**src/design/tfr_pkg.sv**
```systemverilog
// Shared types, codes and field widths of the time-frequency reassignment block.
package tfr_pkg;

  // Field widths of the stream words and the configuration port.
  localparam int unsigned COL_W      = 6;
  localparam int unsigned ROW_W      = 8;
  localparam int unsigned DELAY_W    = 16;
  localparam int unsigned FREQ_W     = 32;
  localparam int unsigned ENERGY_W   = 16;
  localparam int unsigned OP_W       = 2;
  localparam int unsigned VALUE_W    = 32;
  localparam int unsigned IN_DATA_W  = 80;
  localparam int unsigned OUT_DATA_W = 48;
  localparam int unsigned CFG_IDX_W  = 2;
  localparam int unsigned CFG_DATA_W = 32;

  localparam logic [CFG_DATA_W-1:0] SCALE_RESET = 32'd65536;

  typedef enum logic [OP_W-1:0] {
    OP_ACC   = 2'd0,
    OP_READ  = 2'd1,
    OP_RDCLR = 2'd2
  } op_e;

  typedef enum logic [CFG_IDX_W-1:0] {
    REG_FREQ_ONLY   = 2'd0,
    REG_FREQ_MIN    = 2'd1,
    REG_FREQ_SCALE  = 2'd2,
    REG_DELAY_SCALE = 2'd3
  } reg_e;

  typedef enum logic [2:0] {
    S_CLEAR,
    S_IDLE,
    S_MAG,
    S_MUL,
    S_SUM,
    S_CHECK,
    S_READ,
    S_UPDATE
  } state_e;

  typedef struct packed {
    logic capture;
    logic mag;
    logic mul;
    logic sum;
    logic check;
    logic read;
    logic commit;
    logic clear;
  } cmd_t;

  typedef struct packed {
    logic clear_last;
    logic out_free;
  } status_t;

endpackage

```
**src/design/tfr_ctrl.sv**
```systemverilog
// Controller state machine: clearing pass, item sequencing and result hand-off.
module tfr_ctrl (
  input  logic             clk_i,
  input  logic             rst_ni,
  input  logic             s_valid_i,
  output logic             s_ready_o,
  input  tfr_pkg::status_t status_i,
  output tfr_pkg::cmd_t    cmd_o
);

  tfr_pkg::state_e state_q, state_d;

  always_ff @(posedge clk_i or negedge rst_ni) begin
    if (!rst_ni) begin
      state_q <= tfr_pkg::S_CLEAR;
    end else begin
      state_q <= state_d;
    end
  end

  always_comb begin
    state_d = state_q;
    case (state_q)
      tfr_pkg::S_CLEAR: begin
        if (status_i.clear_last) state_d = tfr_pkg::S_IDLE;
      end
      tfr_pkg::S_IDLE: begin
        if (s_valid_i) state_d = tfr_pkg::S_MAG;
      end
      tfr_pkg::S_MAG:   state_d = tfr_pkg::S_MUL;
      tfr_pkg::S_MUL:   state_d = tfr_pkg::S_SUM;
      tfr_pkg::S_SUM:   state_d = tfr_pkg::S_CHECK;
      tfr_pkg::S_CHECK: state_d = tfr_pkg::S_READ;
      tfr_pkg::S_READ:  state_d = tfr_pkg::S_UPDATE;
      tfr_pkg::S_UPDATE: begin
        // The result register must be free before the bin is written back.
        if (status_i.out_free) state_d = tfr_pkg::S_IDLE;
      end
      default: state_d = tfr_pkg::S_CLEAR;
    endcase
  end

  always_comb begin
    cmd_o     = '0;
    s_ready_o = 1'b0;
    case (state_q)
      tfr_pkg::S_CLEAR: cmd_o.clear = 1'b1;
      tfr_pkg::S_IDLE: begin
        s_ready_o     = 1'b1;
        cmd_o.capture = s_valid_i;
      end
      tfr_pkg::S_MAG:    cmd_o.mag    = 1'b1;
      tfr_pkg::S_MUL:    cmd_o.mul    = 1'b1;
      tfr_pkg::S_SUM:    cmd_o.sum    = 1'b1;
      tfr_pkg::S_CHECK:  cmd_o.check  = 1'b1;
      tfr_pkg::S_READ:   cmd_o.read   = 1'b1;
      tfr_pkg::S_UPDATE: cmd_o.commit = status_i.out_free;
      default: cmd_o = '0;
    endcase
  end

endmodule

```
**config.mk**
```make
export PLATFORM = sky130hd
export DESIGN_NAME = tfr_ctrl
export DESIGN_NICKNAME = d
export VERILOG_FILES = /design/src/design/tfr_pkg.sv /design/src/design/tfr_ctrl.sv
export SDC_FILE = /design/constraint.sdc
export NUM_CORES = 1
export LEC_CHECK = 0
export BUFFER_PORTS_ARGS = -buffer_cell sky130_fd_sc_hd__buf_2
export CORE_AREA = 2 2 39 41
export DETAILED_ROUTE_END_ITERATION = 8
export DIE_AREA = 0 0 41 43
export HOLD_SLACK_MARGIN = 0.12
export PLACE_DENSITY = 0.52
export SETUP_SLACK_MARGIN = 0.1
export SKIP_CTS_REPAIR_TIMING = 1
export SLEW_MARGIN = 20
export SYNTH_ARGS = -nofsm -noshare
export SYNTH_HDL_FRONTEND = slang
export SYNTH_SLANG_ARGS = --single-unit
```
**constraint.sdc**
```tcl
create_clock -name clk_i -period 1.1 [get_ports clk_i]
set_input_delay 0.11 -clock clk_i [delete_from_list [all_inputs] [get_ports clk_i]]
set_output_delay 0.11 -clock clk_i [all_outputs]
set_load 0.05 [all_outputs]
```
==> impl_metrics.toml, run 1 <==
[run_status]
run_status = "complete, but fails checks"
violations = "negative setup slack"

[worst_setup_path]
crit_buf_inv = 2
slowest_stage = "dfrtp_2"
cp-startpoint = "state_q[1]"
critPathLaunchType = "flop"
rr_startpoint = "state_q[1]"
critPathArrivalTime_ps = 1220
slowest_delay_ps = 470
crit_fanout = 6
criticalPathCategory = "reg2out"
path_cells = "buf_4, nor3_4, buf_6"
cp.required_ps = 990
path_delay_family = "flip-flops"
endpoint_kind = "primary output"

[timing]
clock_skew_ps = 0.2028
setup_ws_ps = -230.6
final.setup.tns_ps = -1891
min_period_ps = 1331
hold_viol_final = 0
finalCritPeriodShare_pct = 121.0
rsz0062_at_grt = "true"
max-slew-margin-rel_pct = 83.68
worstMarginPinSlew_ps = 246.4
drv_slew = 0
max_freq_mhz = 751.5
setup_viol = 11

[cts]
h-tree-depth = 1
cts_tree = "done"
clockBufferDepth = 2
cts_sinks = 3
clkSlewWorstSetupHoldPaths_ps = 40
cts-root-buf = "clkbuf_4"
cts_buffers = 3
clk_latency_ps = 230

[logic_synthesis]
synthCells = 26
synthAdderAreaFrac_pct = 0
yosysSeqAreaShare_pct = 26.09
yosysWarnings = 0
synth_top_family_by_area = "simple AND/OR/NAND/NOR gates"
synth-seq-cells = 3
yosys.area.top_type = "dfrtp_1"
synth_compound_area_share_pct = 11.30
syn_area_per_cell_um2 = 11.07
netlist_area_um2 = 287.8
synth_top_area_share_pct = 26.09
ys_top_cells_by_area = "dfrtp_1 (26%), buf_6 (12%), a211oi_2 (8.7%), nor3b_4 (6.5%), and2_2 (5.2%)"
synth_simple_gate_area_share_pct = 49.57
yosysUniqueCellTypes = 19
syn_nets = 31
synth-xor-area-share_pct = 0
muxShareOfSynthArea_pct = 0

[global_routing]
grt_pass1_wl_um = 1090
grt_pass1_vias = 269
antenna_found_initial = 0
grt-ovfl-total = 0
grt_max_degree = 11
grt_usage_pct = 9.639

[routing]
ant_nets = 0
wl_um = 832
wl_per_cell_um = 12.24
drt-vias-per-instance = 4.294
drc_errors = 0
firstDrtPassIters = 2
drt-initial-drc-count = 1
vias = 292

[layout]
drive_above_1_share_pct = 84.62
reg.largest.list = "state_q (3)"
synthToLayoutAreaGrowth_pct = 98.70
nFillCells = 140
antennaDiodeCount = 0
largest_reg_flops = 3
largest-register = "state_q"
fin_nets = 58

[place]
dp_slack_ps = -143.2
dp.final_hpwl_um = 450
gp_congestion = 0.7073
portBuffers = 13

[run]
cap_violations = 0

[floorplan]
die_width_um = 41
core_area_um2 = 1384
die_area_um2 = 1763
floorplan.initialDensity_pct = 20.80
die_h_um = 43
io_pins = 14
rows = 14

[hold_path]
hold_start = "status_i[0]"
hp-class = "in2reg"

[pwr]
ir_drop_mv = 1.155
power.leakage_nw = 0.2605
power_density_nw_per_um2 = 3357
## placed cells by master, fill, tap and decap left out, types with 2 or more instances in the layout
cell type / n
nor3b_4: 2
and2_2: 2
a211oi_2: 2
buf_2: 5
buf_6: 11
buf_4: 6
clkbuf_4: 3
buf_8: 2
dfrtp_2: 3
## synthesized netlist by cell type
cell type,count
o21a_1,1
or2_1,1
nor3b_1,1
and2_2,2
nor2b_4,1
nand2b_1,1
buf_6,3
and3b_4,1
dfrtp_1,3
and3b_2,1
nand4_1,1
nor3b_2,1
nor4_2,1
nor3_1,1
nor2_1,1
a211oi_2,2
inv_1,1
and2_1,2
nor3b_4,1
## layout make-up
type | instances | area, um^2 | share of cell area, %
multi-input combinational | 19 | 209.0 | 36.54
inverter | 1 | 3.754 | 0.6565
tap | 16 | 20.02 | 3.501
timing repair buffer | 25 | 234.0 | 40.92
clock buffer | 4 | 26.28 | 4.595
sequential | 3 | 78.83 | 13.79
## kinds of logic after synthesis
| logic type | count (synthesis) |
|---|---|
| simple gates | 16 |
| flops | 3 |
| compound gates | 3 |
| buf+inv | 4 |
## power by group
part           total [mW]  leakage, nW  internal [mW]  switching (mW)
clock network       0.194       0.0150          0.136          0.0582
registers           0.304       0.0301          0.176           0.128
logic                1.42        0.215          0.697           0.724
total                1.92        0.261           1.01           0.911
## worst paths after layout
check | cells after the start | slack, ps | endpoint
worst min register to register | 2 | 690 | state_q[0]
max in group asynchronous | 2 | 780 | state_q[1]
worst max-delay path | 3 | -230 | cmd_o[0]
min in group asynchronous | 2 | 210 | state_q[2]
worst max register to register | 4 | -100 | state_q[0]
worst min-delay path | 3 | 190 | state_q[1]
## metrics by stage
stage	cell area, um^2	utilization [%]	hold slack (ps)	cells	power, mW
finish	571.8	41.32	186.8	68	1.920
global route	571.8	41.32	198.5	68	2.028
CTS	430.4	31.10	-337.7	63	1.499
detailed placement	404.1	29.20	-89.27	59	1.297
global placement	404.1	29.20	-91.71	59	1.293
floorplan	300.3	-	-185.6	26	1.104
## tightest hold or removal path: stages
cell and delay, ps:
buf_2 90, nand2b_1 110, a211oi_2 70
## per-layer routing
| layer | GRT usage (%) | share of wire (%) |
|---|---|---|
| met1 | 11.25 | 35 |
| met2 | 12.50 | 63 |
| met3 | 4.712 | 2.4 |
| met4 | 8.000 | 0 |
| met5 | 0 | 0 |
(Power assumes the default switching activity.)
==> run 2, diff against run 1 <==
CAP_MARGIN = 20   (was unset)
SKIP_CTS_REPAIR_TIMING = unset   (was 1)
==> impl_metrics.toml, run 2 (synthesis gave the netlist of run 1 again) <==
[worst_setup_path]
path_delay_family = "flip-flops"
cp.required_ps = 990
critPathArrivalTime_ps = 1210
crit_fanout = 6
criticalPathCategory = "reg2out"
crit_buf_inv = 2
endpoint_kind = "primary output"
path_cells = "buf_6, and3b_2, buf_8"
slowest_delay_ps = 440
slowest_stage = "dfrtp_2"
critPathLaunchType = "flop"

[layout]
fin_nets = 59
multi_input_area_um2 = 200.2
final_common_cell = "buf_4"
drive_above_1_share_pct = 84.91
largest-register = "state_q"
synthToLayoutAreaGrowth_pct = 97.83
antennaDiodeCount = 0
largest_reg_flops = 3
reg.largest.list = "state_q (3)"
final-seq-area_um2 = 78.83
nFillCells = 143
final_cell_mix = "buf_4 (9), buf_6 (8), clkbuf_4 (4), buf_2 (4)"

[timing]
drv_slew = 0
finalCritPeriodShare_pct = 120.0
rsz0062_at_grt = "true"
min_period_ps = 1320
max_freq_mhz = 757.6
setup_viol = 11
hold_viol_final = 0
setup_ws_ps = -220.0
max-slew-margin-rel_pct = 81.75
worstMarginPinSlew_ps = 271.5
clock_skew_ps = 2.578

[cts]
cts-root-buf = "clkbuf_4"
clk_latency_ps = 230
clockBufferDepth = 2
h-tree-depth = 1
cts_buffers = 3
cts_sinks = 3
clkSlewWorstSetupHoldPaths_ps = 40
cts_tree = "done"

[place]
dp_slack_ps = -143.2
portBuffers = 13
dp.final_hpwl_um = 450
gp_congestion = 0.7073

[global_routing]
antenna_found_initial = 0
grt_pass1_wl_um = 1304
grt_pass1_vias = 321
use_met3_pct = 4.712
grt_usage_pct = 11.45
gr-usage-met2_pct = 17.19
busiest_layer = "met2"
grtUsageMet1_pct = 12.22
grt-ovfl-total = 0
grt_max_degree = 7

[routing]
vias = 290
wl_per_cell_um = 11.88
ant_nets = 0
drt-vias-per-instance = 4.203
wl_um = 820
firstDrtPassIters = 1
drt-initial-drc-count = 0
drc_errors = 0

[hold_path]
hp-class = "in2reg"

[pwr]
power.leakage_nw = 0.2606
power.total_mw = 1.906
power_density_nw_per_um2 = 3347
ir_drop_mv = 1.154

[floorplan]
core_area_um2 = 1384
io_pins = 14
rows = 14
die_width_um = 41
die_h_um = 43
die_area_um2 = 1763
floorplan.initialDensity_pct = 20.80

[run]
cap_violations = 0

[run_status]
violations = "negative setup slack"
run_status = "complete, but fails checks"
## run 2: worst min-delay path, cell delays in order
cell and delay (ps):
buf_2 90, nand2b_1 110, a211oi_2 70
## run 2: cell type report
cell class	count	area share [%]
tap	16	3.516
sequential	3	13.85
timing repair buffer	26	42.20
inverter	1	0.6593
clock buffer	4	4.615
multi-input combinational	19	35.16
## run 2: through the flow
stage               area (um^2)  cells  hold slack (ps)  TNS, ps  util [%]
floorplan                 300.3     26           -185.6   -836.6         -
detailed placement        404.1     59           -89.27   -961.0     29.20
finish                    569.3     69            188.2    -1922     41.14
global placement          404.1     59           -91.71   -940.8     29.20
global route              569.3     69            201.9    -2414     41.14
CTS                       543.0     68            179.9    -1910     39.24
## run 2: worst paths after layout
check / startpoint / endpoint / slack, ps / depth (start not counted)
setup / recovery: state_q[0] / cmd_o[2] / -220 / 3
hold / removal: status_i[0] / state_q[1] / 190 / 3
setup reg to reg: state_q[0] / state_q[0] / -150 / 4
hold reg to reg: state_q[0] / state_q[0] / 690 / 2
max in group asynchronous: rst_ni / state_q[1] / 770 / 2
min in group asynchronous: rst_ni / state_q[2] / 210 / 2
## run 2: per-layer routing
metal / wire length, um / share of wire [%]
met1: 324 / 40
met2: 474 / 58
met3: 21 / 2.6
met4: 0 / 0
met5: 0 / 0
## run 2: report_power, final
group          switching [mW]  internal, mW
clock network          0.0556         0.136
registers               0.125         0.176
logic                   0.707         0.706
total                   0.888          1.02
## run 2: repair_timing
action,in CTS,in global routing
buffers inserted,4,1
endpoints found under the setup margin,12,12
pin swaps,2,0
resized for setup,27,4
hold buffers,1,0
endpoints found under the hold margin,3,0
